==> src/hw/rtl/utf8d_pkg.sv <==
// utf8d_pkg: types and constants for the six-byte utf-8 stream decoder
// no dependencies; imported by every module of the decoder
package utf8d_pkg;

    localparam int unsigned CP_W  = 31;
    localparam int unsigned REM_W = 3;
    localparam int unsigned ST_W  = 2;

    // result status codes
    localparam logic [ST_W-1:0] ST_OK      = 2'd0;
    localparam logic [ST_W-1:0] ST_INVALID = 2'd1;
    localparam logic [ST_W-1:0] ST_TRUNC   = 2'd2;

    // lead byte thresholds
    localparam logic [7:0] LEAD_ILLEGAL = 8'hFE;
    localparam logic [7:0] LEAD_SIX     = 8'hFC;
    localparam logic [7:0] LEAD_FIVE    = 8'hF8;
    localparam logic [7:0] LEAD_FOUR    = 8'hF0;
    localparam logic [7:0] LEAD_THREE   = 8'hE0;
    localparam logic [7:0] LEAD_TWO     = 8'hC0;
    localparam logic [7:0] CONT_TAG     = 8'h80;
    localparam logic [7:0] CONT_MASK    = 8'hC0;
    localparam logic [7:0] PAYLOAD_MASK = 8'h3F;

    typedef struct packed {
        logic [REM_W-1:0] bytes_remaining;
        logic [CP_W-1:0]  accumulator;
    } t_dec_state;

    typedef struct packed {
        logic            emit;
        logic [CP_W-1:0] code_point;
        logic [ST_W-1:0] status;
    } t_dec_result;

    typedef struct packed {
        logic [7:0] byte_in;
        logic       stream_end;
    } t_in_item;

endpackage

==> src/hw/rtl/utf8d_in_stage.sv <==
// utf8d_in_stage: input register of the decoder with valid/stall handshake
// depends on utf8d_pkg
module utf8d_in_stage (
    input  logic                i_clk,
    input  logic                i_rst_n,
    input  logic                i_valid,
    input  utf8d_pkg::t_in_item i_item,
    output logic                o_stall,
    input  logic                i_advance,
    output logic                o_valid,
    output utf8d_pkg::t_in_item o_item
);
    import utf8d_pkg::*;

    logic     r_valid;
    logic     n_valid;
    t_in_item r_item;
    logic     w_accept;

    assign o_stall  = r_valid && !i_advance;
    assign w_accept = i_valid && !o_stall;

    always_comb begin
        n_valid = r_valid;
        if (w_accept) begin
            n_valid = 1'b1;
        end else if (i_advance) begin
            n_valid = 1'b0;
        end
    end

    always_ff @(posedge i_clk) begin
        if (!i_rst_n) begin
            r_valid <= 1'b0;
        end else begin
            r_valid <= n_valid;
        end
    end

    always_ff @(posedge i_clk) begin
        if (w_accept) begin
            r_item <= i_item;
        end
    end

    assign o_valid = r_valid;
    assign o_item  = r_item;

endmodule

==> src/hw/rtl/utf8d_step.sv <==
// utf8d_step: one decode step, from current state and byte to next state and result
// depends on utf8d_pkg
module utf8d_step (
    input  utf8d_pkg::t_in_item    i_item,
    input  utf8d_pkg::t_dec_state  i_state,
    output utf8d_pkg::t_dec_state  o_state,
    output utf8d_pkg::t_dec_result o_result
);
    import utf8d_pkg::*;

    logic [7:0]       w_b;
    logic [REM_W-1:0] w_extra;
    logic [5:0]       w_payload;
    logic [CP_W-1:0]  w_acc_shift;
    logic [REM_W-1:0] w_rem_dec;

    assign w_b         = i_item.byte_in;
    assign w_acc_shift = {i_state.accumulator[CP_W-7:0], w_b[5:0] & PAYLOAD_MASK[5:0]};
    assign w_rem_dec   = i_state.bytes_remaining - REM_W'(1);

    // lead byte: continuation count and high payload bits
    always_comb begin
        if (w_b >= LEAD_SIX) begin
            w_extra = REM_W'(5); w_payload = {5'd0, w_b[0]};
        end else if (w_b >= LEAD_FIVE) begin
            w_extra = REM_W'(4); w_payload = {4'd0, w_b[1:0]};
        end else if (w_b >= LEAD_FOUR) begin
            w_extra = REM_W'(3); w_payload = {3'd0, w_b[2:0]};
        end else if (w_b >= LEAD_THREE) begin
            w_extra = REM_W'(2); w_payload = {2'd0, w_b[3:0]};
        end else begin
            w_extra = REM_W'(1); w_payload = {1'b0, w_b[4:0]};
        end
    end

    always_comb begin
        o_state  = '0;
        o_result = '0;
        if (i_state.bytes_remaining == '0) begin
            if (!w_b[7]) begin
                o_result.emit       = 1'b1;
                o_result.code_point = CP_W'(w_b);
                o_result.status     = ST_OK;
            end else if (w_b >= LEAD_ILLEGAL || w_b < LEAD_TWO) begin
                o_result.emit   = 1'b1;
                o_result.status = ST_INVALID;
            end else if (i_item.stream_end) begin
                o_result.emit   = 1'b1;
                o_result.status = ST_TRUNC;
            end else begin
                o_state.bytes_remaining = w_extra;
                o_state.accumulator     = CP_W'(w_payload);
            end
        end else if ((w_b & CONT_MASK) != CONT_TAG) begin
            o_result.emit   = 1'b1;
            o_result.status = ST_INVALID;
        end else if (w_rem_dec == '0) begin
            o_result.emit       = 1'b1;
            o_result.code_point = w_acc_shift;
            o_result.status     = ST_OK;
        end else if (i_item.stream_end) begin
            o_result.emit   = 1'b1;
            o_result.status = ST_TRUNC;
        end else begin
            o_state.bytes_remaining = w_rem_dec;
            o_state.accumulator     = w_acc_shift;
        end
    end

endmodule

==> src/hw/rtl/utf8_stream_decoder_31bit.sv <==
// utf8_stream_decoder_31bit: six-byte utf-8 byte stream to 31-bit code points
// each byte goes from the input register through the step to the result register
// throughput: one byte per cycle while results are not stalled, as the combinational
//   step lies between the input register and the result register
// reset: synchronous active-low i_rst_n empties both registers and returns to idle
module utf8_stream_decoder_31bit (
    input  logic                      i_clk,
    input  logic                      i_rst_n,
    // byte input channel
    input  logic                      i_valid,
    output logic                      o_stall,
    input  logic [7:0]                i_byte_in,
    input  logic                      i_stream_end,
    // code point output channel
    output logic                      o_valid,
    input  logic                      i_stall,
    output logic [utf8d_pkg::CP_W-1:0] o_code_point,
    output logic [utf8d_pkg::ST_W-1:0] o_status
);
    import utf8d_pkg::*;

    t_in_item    w_in_item;
    t_in_item    w_cur_item;
    logic        w_cur_valid;
    logic        w_advance;
    logic        w_step;
    t_dec_state  r_state;
    t_dec_state  n_state;
    t_dec_result w_result;
    logic        r_out_valid;
    logic        n_out_valid;
    logic [CP_W-1:0] r_code_point;
    logic [ST_W-1:0] r_status;

    assign w_in_item.byte_in    = i_byte_in;
    assign w_in_item.stream_end = i_stream_end;

    // the output register can take a new result when empty or being drained
    assign w_advance = !r_out_valid || !i_stall;
    assign w_step    = w_cur_valid && w_advance;

    utf8d_in_stage u_in (
        .i_clk     (i_clk),
        .i_rst_n   (i_rst_n),
        .i_valid   (i_valid),
        .i_item    (w_in_item),
        .o_stall   (o_stall),
        .i_advance (w_advance),
        .o_valid   (w_cur_valid),
        .o_item    (w_cur_item)
    );

    // sequence decode for the byte in the input register
    utf8d_step u_step (
        .i_item   (w_cur_item),
        .i_state  (r_state),
        .o_state  (n_state),
        .o_result (w_result)
    );

    // decoder state moves only when the held byte is consumed
    always_ff @(posedge i_clk) begin
        if (!i_rst_n) begin
            r_state <= '0;
        end else if (w_step) begin
            r_state <= n_state;
        end
    end

    always_comb begin
        n_out_valid = r_out_valid;
        if (w_step && w_result.emit) begin
            n_out_valid = 1'b1;
        end else if (!i_stall) begin
            n_out_valid = 1'b0;
        end
    end

    always_ff @(posedge i_clk) begin
        if (!i_rst_n) begin
            r_out_valid <= 1'b0;
        end else begin
            r_out_valid <= n_out_valid;
        end
    end

    // result payload, held while the output transaction is stalled
    always_ff @(posedge i_clk) begin
        if (w_step && w_result.emit) begin
            r_code_point <= w_result.code_point;
            r_status     <= w_result.status;
        end
    end

    assign o_valid      = r_out_valid;
    assign o_code_point = r_code_point;
    assign o_status     = r_status;

endmodule

==> config.mk <==
export PLATFORM = sky130hd
export DESIGN_NAME = utf8_stream_decoder_31bit
export DESIGN_NICKNAME = d
export VERILOG_FILES = /design/src/hw/rtl/utf8d_pkg.sv /design/src/hw/rtl/utf8d_in_stage.sv /design/src/hw/rtl/utf8d_step.sv /design/src/hw/rtl/utf8_stream_decoder_31bit.sv
export SDC_FILE = /design/constraint.sdc
export NUM_CORES = 1
export LEC_CHECK = 0
export BUFFER_PORTS_ARGS = -buffer_cell sky130_fd_sc_hd__clkbuf_2
export CAP_MARGIN = 20
export CORE_MARGIN = 2
export CORE_UTILIZATION = 61
export CTS_CLUSTER_DIAMETER = 200
export DETAILED_ROUTE_END_ITERATION = 10
export GPL_TIMING_DRIVEN = 0
export PLACE_DENSITY = 0.84
export SLEW_MARGIN = 20
export SYNTH_ARGS = -nofsm -noshare
export SYNTH_HDL_FRONTEND = slang
export SYNTH_HIERARCHICAL = 1
export SYNTH_SLANG_ARGS = --single-unit
==> constraint.sdc <==
create_clock -name i_clk -period 7 [get_ports i_clk]
set_clock_uncertainty 0.15 [all_clocks]
set_input_delay 2.1 -clock i_clk [delete_from_list [all_inputs] [get_ports i_clk]]
set_output_delay 2.1 -clock i_clk [all_outputs]
set_load 0.01 [all_outputs]
==> flow_metrics.tcl, run 1 <==
set metrics [dict create \
    run_status "finished clean" \
    grt-ovfl-total 0 \
    antennaDiodeCount 0 \
    final-hold-violation-count 0 \
    layout_min_cycle_time_ns 4.882 \
    drc 0 \
    slew_headroom_pct 54.81 \
    arrival_ns 2.63 \
    p_sw_uw 200.7 \
    power.internal_uw 689.3 \
    cp_max_fo 3 \
    postCtsHoldBufs 0 \
    syn_area_per_cell_um2 11.42 \
    area_growth_syn_to_layout_pct 17.96 \
    vias 2167 \
    slew_violations 0 \
    first_iter_violations 164 \
    design.portCount 48 \
    cp_num_buf_inv 2 \
    clk_latency_ns 0.35 \
    via_per_inst 5.197 \
    initial_core_util_pct 63.28 \
    crit_path_end_kind "primary output" \
    worstPathRequired_ns 4.75 \
    antenna_left 0 \
    swShare_pct 22.55 \
    die_area_um2 5897 \
    met3_usage_pct 4.235 \
    first_global_vias 2096 \
    fmax_mhz 204.8 \
    nets 358 \
    clock_sinks 72 \
    cts_resized 0 \
    post-cts-setup-buffer-count 0 \
    grt_use_met2_pct 33.95 \
    cts_buffer_depth 2 \
    hpwlAfterDp_mm 3.878 \
    io_buffer_count 47 \
    cts_buffers 9 \
    synthesis.area_um2 3232 \
    startpoint_type "input port" \
    setup.worst_path.class "in -> out" \
    grt_pass1_wl_mm 9.480 \
    clockRootBuffer "clkbuf_8" \
    wl_mm 5.574 \
    grt_max_degree 22 \
    peakVddDrop_mv 0.1572 \
    fp.coreArea_um2 5107 \
    wire_per_inst_um 13.37 \
    register_area_um2 1862 \
    fin_setup_tns_ns 0 \
    sequentialPowerShare_pct 52.5 \
    drv_cap 0 \
    antenna_found_initial 0 \
    yosys_warnings 6 \
    tightest_slew_ns 0.6765 \
    p_leak_nw 1.484 \
    critPathMaxStageDelay_ns 0.14 \
    post-route-period-util_pct 69.74 \
    power_frac_comb_pct 7.1 \
    hold_class "reg -> reg" \
    cpMaxStageDelayCell "clkbuf_2" \
    fp-row-count 26 \
    layout-drive-gt1-share_pct 24.78 \
    power.share.clock_pct 40.4 \
    gr-usage-met1_pct 25.39 \
    htreeDepth 3 \
    critPathTopFamily "buffers and inverters" \
    power_uw 890.0 \
    grt.busiest_layer "met2" \
    synth_nets 299 \
    grt_setup_unrepaired "no" \
    cpMostUsedCell "clkbuf_2" \
    path_clk_slew_ns 0.08 \
    dieHeight_um 76.79 \
    firstDrtPassIters 5 \
    finalSetupViolations 0 \
    power_density_nw_per_um2 233.4 \
    path_cells "clkbuf_2 -> nand2_1 -> nor2b_4 -> clkbuf_2" \
    die_w_um 76.79 \
    cts_tree "done" \
    place_congestion 0.9145 \
    syn_inst 283 \
    fillerInstances 362 \
    grtUsageTotal_pct 20.75 \
    multi_input_area_um2 1211 \
]
==> metal layers <==
layer  vias to the layer above  part of all wire, %
met5                         -                    0
met4                         0                  2.3
met3                        10                  4.8
met2                        73                   49
met1                      1006                   44
li1                       1078                    -
==> cell usage in the layout, fill, tap and decap left out, types with 2 or more instances in the layout <==
master and n:
a21oi_1 4, nor2_1 5, buf_12 3, nand3_1 3, buf_6 2, and3_1 2, nand2b_1 3, clkbuf_2 47
nand2_1 64, clkbuf_1 2, a22o_1 2, edfxtp_1 42, a21oi_4 2, buf_4 3, clkbuf_8 9, bufinv_16 2
inv_1 6, buf_2 7, nor2b_1 7, mux2i_1 28, ha_1 3, and4_1 2, dfxtp_1 30, and2_1 44
clkinv_2 2
==> worst register-to-register path, delay by kind of cell (launching register included) <==
family | cells | cell delay [ns]
AOI/OAI and AO/OA | 2 | 0.76
adders and majority gates | 1 | 0.26
buffers and inverters | 2 | 0.32
DFF | 1 | 0.37
muxes | 1 | 0.15
and+or+nand+nor | 3 | 0.38
==> power by group through the flow <==
stage / clock [mW] / sequential, mW / combinational (mW)
6_report: 0.360 / 0.467 / 0.0632
5_1_grt: 0.381 / 0.468 / 0.0688
3_5_place_dp: 0 / 0.477 / 0.0634
2_1_floorplan: 0 / 0.481 / 0.0369
4_1_cts: 0.366 / 0.467 / 0.0636
3_3_place_gp: 0 / 0.477 / 0.0592
==> stage by stage <==
step	instances	cell area, um^2	utilization, %	worst slack [ns]	hold slack [ns]
after global placement	400	3555	69.60	1.940	0.2903
after floorplan	283	3232	-	2.414	0.2801
after CTS	417	3812	74.64	2.109	0.3122
after global routing	417	3812	74.64	2.070	0.3400
final	417	3812	74.64	2.118	0.3092
after detailed placement	401	3593	70.36	2.111	0.2996
==> path summary, 6_finish.rpt <==
path                            start                          to  slack (ns)  cells after the start
min reg2reg  r_state[22]$_SDFFE_PN0P_    r_state[22]$_SDFFE_PN0P_        0.31                      2
min          r_state[22]$_SDFFE_PN0P_    r_state[22]$_SDFFE_PN0P_        0.31                      2
max reg2reg  r_state[31]$_SDFFE_PN0P_  o_code_point[19]$_DFFE_PP_        4.32                      9
max                           i_stall                     o_stall        2.12                      4
==> sequential cells by signal, indices dropped and copies added, names as in the netlist <==
register,count
r_state,28
u_in/o_item,9
o_valid,1
o_status,2
u_in/o_valid,1
o_code_point,31
==> cell type report <==
type | instances | area share (%)
sequential | 72 | 48.83
timing repair buffer | 48 | 6.892
buffer | 17 | 3.873
clock inverter | 7 | 2.494
clock buffer | 9 | 3.249
multi-input combinational | 188 | 31.77
inverter | 6 | 0.5907
tap | 70 | 2.297
Power figures use the tool's default switching activity.
==> inputs of run 2 (changes only) <==
--- a/config.mk
+++ b/config.mk
@@ -5,14 +5,15 @@
 export SDC_FILE = /design/constraint.sdc
 export NUM_CORES = 1
 export LEC_CHECK = 0
+export ABC_AREA = 1
 export BUFFER_PORTS_ARGS = -buffer_cell sky130_fd_sc_hd__clkbuf_2
 export CAP_MARGIN = 20
 export CORE_MARGIN = 2
-export CORE_UTILIZATION = 61
+export CORE_UTILIZATION = 52
 export CTS_CLUSTER_DIAMETER = 200
 export DETAILED_ROUTE_END_ITERATION = 10
 export GPL_TIMING_DRIVEN = 0
-export PLACE_DENSITY = 0.84
+export PLACE_DENSITY = 0.76
 export SLEW_MARGIN = 20
 export SYNTH_ARGS = -nofsm -noshare
 export SYNTH_HDL_FRONTEND = slang
==> constraint.sdc (replaced) <==
create_clock -name i_clk -period 4 [get_ports i_clk]
set_clock_uncertainty 0.15 [all_clocks]
set_input_delay 1.2 -clock i_clk [delete_from_list [all_inputs] [get_ports i_clk]]
set_output_delay 1.2 -clock i_clk [all_outputs]
set_load 0.01 [all_outputs]
==> run 2 against run 1 <==
Sequential cell count unchanged; die area increased by 28%; sequential power increased by 83%; clock-buffer cell count increased by 3; non-clock buffer count increased by 13; hold slack improved by 0.023 ns; register-to-register slack got worse by 2.8 ns; combinational power increased to 3.6 times the previous value; wire length increased by 21%; first-iteration DRC count decreased by 33%; largest power group unchanged; highest routed layer unchanged.
==> flow_metrics.tcl, run 2 <==
set metrics [dict create \
    run_status "finished clean" \
    path_clk_slew_ns 0.07 \
    design.portCount 48 \
    p_leak_nw 1.715 \
    cts_buffers 9 \
    nets 495 \
    largest_register_ffs 31 \
    slew_violations 0 \
    clockRootBuffer "clkbuf_8" \
    first_iter_violations 110 \
    clk_latency_ns 0.36 \
    cts_tree "done" \
    crit_path_end_kind "primary output" \
    peakVddDrop_mv 0.2685 \
    initial_core_util_pct 53.31 \
    clock_sinks 72 \
    grt_pass1_wl_mm 11.72 \
    hpwlAfterDp_mm 4.956 \
    postCtsHoldBufs 0 \
    firstDrtPassIters 4 \
    stdcell_count 564 \
    dieHeight_um 87 \
    tightest_slew_ns 0.7175 \
    startpoint_type "input port" \
    post-route-period-util_pct 80.60 \
    die_w_um 87 \
    htreeDepth 3 \
    final_common_cell "inv_1" \
    crit_end "o_stall" \
    yosys_warnings 6 \
    r2r-start "r_state[31]$_SDFFE_PN0P_" \
    startpoint "i_stall" \
    drv_cap 0 \
    antennaDiodeCount 0 \
    vias 2795 \
    wire_per_inst_um 11.99 \
    layout_min_cycle_time_ns 3.224 \
    grt_setup_unrepaired "no" \
    arrival_ns 1.87 \
    power_density_nw_per_um2 405.8 \
    area_growth_syn_to_layout_pct 16.42 \
    fp.coreArea_um2 6719 \
    hold_start "r_state[4]$_SDFFE_PN0P_" \
    syn_area_per_cell_um2 8.529 \
    cp_max_fo 10 \
    place_congestion 0.8977 \
    io_buffer_count 47 \
    antenna_found_initial 0 \
    fmax_mhz 310.2 \
    drc 0 \
    synth_nets 436 \
    synthesis.area_um2 3582 \
    setup.worst_path.class "in -> out" \
    whs_ns 0.3321 \
    syn_inst 420 \
    grtUsageTotal_pct 20.03 \
    worstPathRequired_ns 2.65 \
    layout-drive-gt1-share_pct 25.41 \
    antenna_left 0 \
    wl_mm 6.763 \
    grt_max_degree 21 \
    r2r_slack_ns 1.51 \
    post-cts-setup-buffer-count 0 \
    r2r-end "o_code_point[21]$_DFFE_PP_" \
    die_area_um2 7569 \
    dp_cells 548 \
    cts_resized 0 \
    first_global_vias 2678 \
    finalSetupViolations 0 \
    hold_class "reg -> reg" \
    layout_common_cells "inv_1 (72), nand2_1 (55), nor2_1 (48)" \
    r2r_cells 10 \
    fp-row-count 30 \
    slew_headroom_pct 51.99 \
    cts_buffer_depth 2 \
    grt-ovfl-total 0 \
    via_per_inst 4.956 \
    final-hold-violation-count 0 \
]
[run 2: cell types whose count changed in the layout (fill, tap and decap cells not counted), sizes merged, moves of 24 or more]
cell / before / now
nor2: 5 / 69
nand3: 3 / 36
and2: 44 / 0
inv: 7 / 74
mux2i: 29 / 0
a21oi: 6 / 30
[run 2: metrics by stage]
step	area, um^2	utilization [%]	worst slack, ns	power [mW]	setup TNS, ns
floorplan	3582	-	0.5227	1.032	0
global route	4170	62.07	0.7259	1.771	0
CTS	4170	62.07	0.7782	1.709	0
global placement	3918	58.31	-0.2364	1.089	-7.724
finish	4170	62.07	0.7762	1.692	0
detailed placement	3953	58.83	0.7800	1.100	0
[run 2: how the worst min path moves through the flow]
stage / end / cells past startpoint / slack [ns]
2_1_floorplan: r_state[10]$_SDFFE_PN0P_ / 2 / 0.30
3_3_place_gp: r_state[22]$_SDFFE_PN0P_ / 2 / 0.31
3_5_place_dp: r_state[10]$_SDFFE_PN0P_ / 2 / 0.32
4_1_cts: r_state[10]$_SDFFE_PN0P_ / 2 / 0.34
5_1_grt: r_state[9]$_SDFFE_PN0P_ / 2 / 0.36
6_report: r_state[4]$_SDFFE_PN0P_ / 2 / 0.33
[run 2: where the power goes]
part           switching (mW)  internal (mW)  leakage, nW  total [mW]
sequential             0.0210          0.832        0.634       0.853
combinational           0.144         0.0864        0.974       0.230
clock                   0.266          0.343        0.108       0.609
[run 2: routing by layer]
| metal | up-vias | GRT usage [%] | share of wire (%) | routed length, um |
|---|---|---|---|---|
| met5 | - | 0 | 0 | 0 |
| met3 | 18 | 4.645 | 4.3 | 290 |
| met1 | 1253 | 23.81 | 43 | 2883 |
| met4 | 0 | 11.65 | 2.9 | 197 |
| met2 | 68 | 33.10 | 50 | 3391 |
| li1 | 1456 | - | - | - |
[run 2: layout make-up]
cell class / count / area [um^2]
Sequential cell: 72 / 1862
Multi-Input combinational cell: 244 / 1215
Timing Repair Buffer: 48 / 262.8
Inverter: 74 / 277.8
Buffer: 30 / 235.2
Clock buffer: 12 / 166.4
Clock inverter: 4 / 51.30
Fill cell: 573 / 2549
Tap cell: 80 / 100.1
[run 2: worst max-delay path: stages]
cell,delay (ns)
clkbuf_2,0.10
nand2_4,0.14
buf_6,0.16
inv_1,0.05
nand2_2,0.07
inv_2,0.04
clkbuf_2,0.11
==> inputs of run 3 (changes only) <==
--- a/config.mk
+++ b/config.mk
@@ -9,11 +9,11 @@
 export BUFFER_PORTS_ARGS = -buffer_cell sky130_fd_sc_hd__clkbuf_2
 export CAP_MARGIN = 20
 export CORE_MARGIN = 2
-export CORE_UTILIZATION = 52
+export CORE_UTILIZATION = 58
 export CTS_CLUSTER_DIAMETER = 200
 export DETAILED_ROUTE_END_ITERATION = 10
 export GPL_TIMING_DRIVEN = 0
-export PLACE_DENSITY = 0.76
+export PLACE_DENSITY = 0.8
 export SLEW_MARGIN = 20
 export SYNTH_ARGS = -nofsm -noshare
 export SYNTH_HDL_FRONTEND = slang
==> constraint.sdc (replaced) <==
create_clock -name i_clk -period 3.3 [get_ports i_clk]
set_clock_uncertainty 0.15 [all_clocks]
set_input_delay 0.99 -clock i_clk [delete_from_list [all_inputs] [get_ports i_clk]]
set_output_delay 0.99 -clock i_clk [all_outputs]
set_load 0.01 [all_outputs]
==> run 3 against run 2 <==
Global-route usage is 4.0 points higher; hold slack better by 0.0019 ns; first-iteration DRC count is 15% higher; combinational power is 23% higher; total power is 22% higher; sequential power is 21% higher; critical endpoint unchanged; largest cell class unchanged.
==> flow_metrics.tcl, run 3 (synthesized netlist as in run 2, its figures left out) <==
set metrics [dict create \
    min_path_cells 2 \
    wire_per_inst_um 13.08 \
    grt_max_degree 25 \
    tightest_slew_ns 0.7554 \
    whs_ns 0.3340 \
    layout_min_cycle_time_ns 2.806 \
    cts_buffer_depth 2 \
    clock_sinks 72 \
    initial_core_util_pct 60.15 \
    grtUsageTotal_pct 24.06 \
    r2r-start "r_state[31]$_SDFFE_PN0P_" \
    r2r-end "o_code_point[7]$_DFFE_PP_" \
    via_per_inst 5.102 \
    r2r_slack_ns 0.88 \
    design.portCount 48 \
    firstDrtPassIters 4 \
    stdcell_count 559 \
    slew_headroom_pct 49.45 \
    dieHeight_um 82.59 \
    hold_class "reg -> reg" \
    worstPathRequired_ns 2.16 \
    drv_cap 0 \
    path_cells "clkbuf_2 -> nand2_4 -> buf_6 -> inv_1 -> nand2_2 -> inv_2 -> clkbuf_2" \
    clockRootBuffer "clkbuf_8" \
    drc 0 \
    pre_cts_ws_ns 0.4931 \
    nets 495 \
    run_status "finished clean" \
    hold-path-endpoint "r_state[5]$_SDFFE_PN0P_" \
    place_area_um2 3946 \
    arrival_ns 1.67 \
    post-cts-setup-buffer-count 0 \
    crit_path_end_kind "primary output" \
    cts_resized 0 \
    fmax_mhz 356.4 \
    first_global_vias 2758 \
    path_clk_slew_ns 0.07 \
    peakVddDrop_mv 0.3400 \
    io_buffer_count 47 \
    antenna_found_initial 0 \
    antennaDiodeCount 0 \
    cp_max_fo 10 \
    power_density_nw_per_um2 495.9 \
    dp_cells 543 \
    vias 2852 \
    layout_common_cells "inv_1 (72), nand2_1 (55), nor2_1 (48)" \
    slew_violations 0 \
    die_area_um2 6821 \
    htreeDepth 3 \
    final-hold-violation-count 0 \
    worst_slack_ns 0.4943 \
    grt_setup_unrepaired "no" \
    setup.worst_path.class "in -> out" \
    finalSetupViolations 0 \
    cts_tree "done" \
    first_iter_violations 126 \
    final_common_cell "inv_1" \
    fillerInstances 489 \
    cts_buffers 9 \
    fp-row-count 28 \
    hpwlAfterDp_mm 5.175 \
    cpMaxStageDelayCell "buf_6" \
    layout-drive-gt1-share_pct 25.21 \
    grt_pass1_wl_mm 12.28 \
    startpoint_type "input port" \
    critPathMaxStageDelay_ns 0.17 \
    cpMostUsedCell "clkbuf_2" \
    hold_start "r_state[5]$_SDFFE_PN0P_" \
    power_mw 2.066 \
    grt-ovfl-total 0 \
    place_congestion 0.8794 \
    post-route-period-util_pct 85.02 \
    fp.coreArea_um2 5956 \
    postCtsHoldBufs 0 \
    area_growth_syn_to_layout_pct 16.28 \
    antenna_left 0 \
    die_w_um 82.59 \
    p_leak_nw 1.720 \
    wl_mm 7.312 \
    final_cell_area_um2 4165 \
    largest_register_ffs 31 \
    clk_latency_ns 0.35 \
    r2r_cells 10 \
]
run 3: cell types whose count changed in the layout (fill, tap and decap cells not counted):
cell	previous run	this run
clkbuf_1	1	2
clkbuf_8	10	11
clkinv_4	1	0
clkinvlp_4	1	0
run 3: how the worst max path moves through the flow:
| stage | from | to | slack (ns) | cells after the start |
|---|---|---|---|---|
| finish | i_stall | o_stall | 0.49 | 7 |
| global route | i_stall | o_stall | 0.45 | 7 |
| CTS | i_stall | o_stall | 0.49 | 7 |
| detailed placement | i_stall | o_stall | 0.49 | 7 |
| global placement | i_stall | o_code_point[7]$_DFFE_PP_ | -0.72 | 5 |
| floorplan | i_stall | o_code_point[0]$_DFFE_PP_ | 0.03 | 4 |
run 3: layout make-up:
cell class,count,area (um^2),share of cell area [%]
Inverter,74,277.8,6.669
Clock inverter,2,35.03,0.8411
Timing Repair Buffer,48,262.8,6.308
Clock buffer,14,183.9,4.416
Sequential cell,72,1862,44.70
Multi-Input combinational cell,244,1215,29.17
Tap cell,75,93.84,2.253
Buffer,30,235.2,5.647
run 3: worst max-delay path: cells and delay by family:
| family | cells | cell delay, ns |
|---|---|---|
| buf+inv | 5 | 0.47 |
| simple gates | 2 | 0.20 |
run 3: through the flow:
stage          util (%)  setup TNS [ns]
2_1_floorplan         -               0
3_3_place_gp      65.67          -23.61
3_5_place_dp      66.26               0
4_1_cts           69.94               0
5_1_grt           69.94               0
6_report          69.94               0
run 3: metal layers:
metal / part of all wire (%) / track usage, %
met3: 4.6 / 4.674
met1: 41 / 29.17
met2: 52 / 40.73
met5: 0 / 0
met4: 2.3 / 12.13
run 3: power breakdown:
group          internal [mW]  total [mW]  switching (mW)
clock network          0.436       0.747           0.311
logic                  0.105       0.284           0.179
registers               1.01        1.03          0.0264
total                   1.55        2.07           0.516
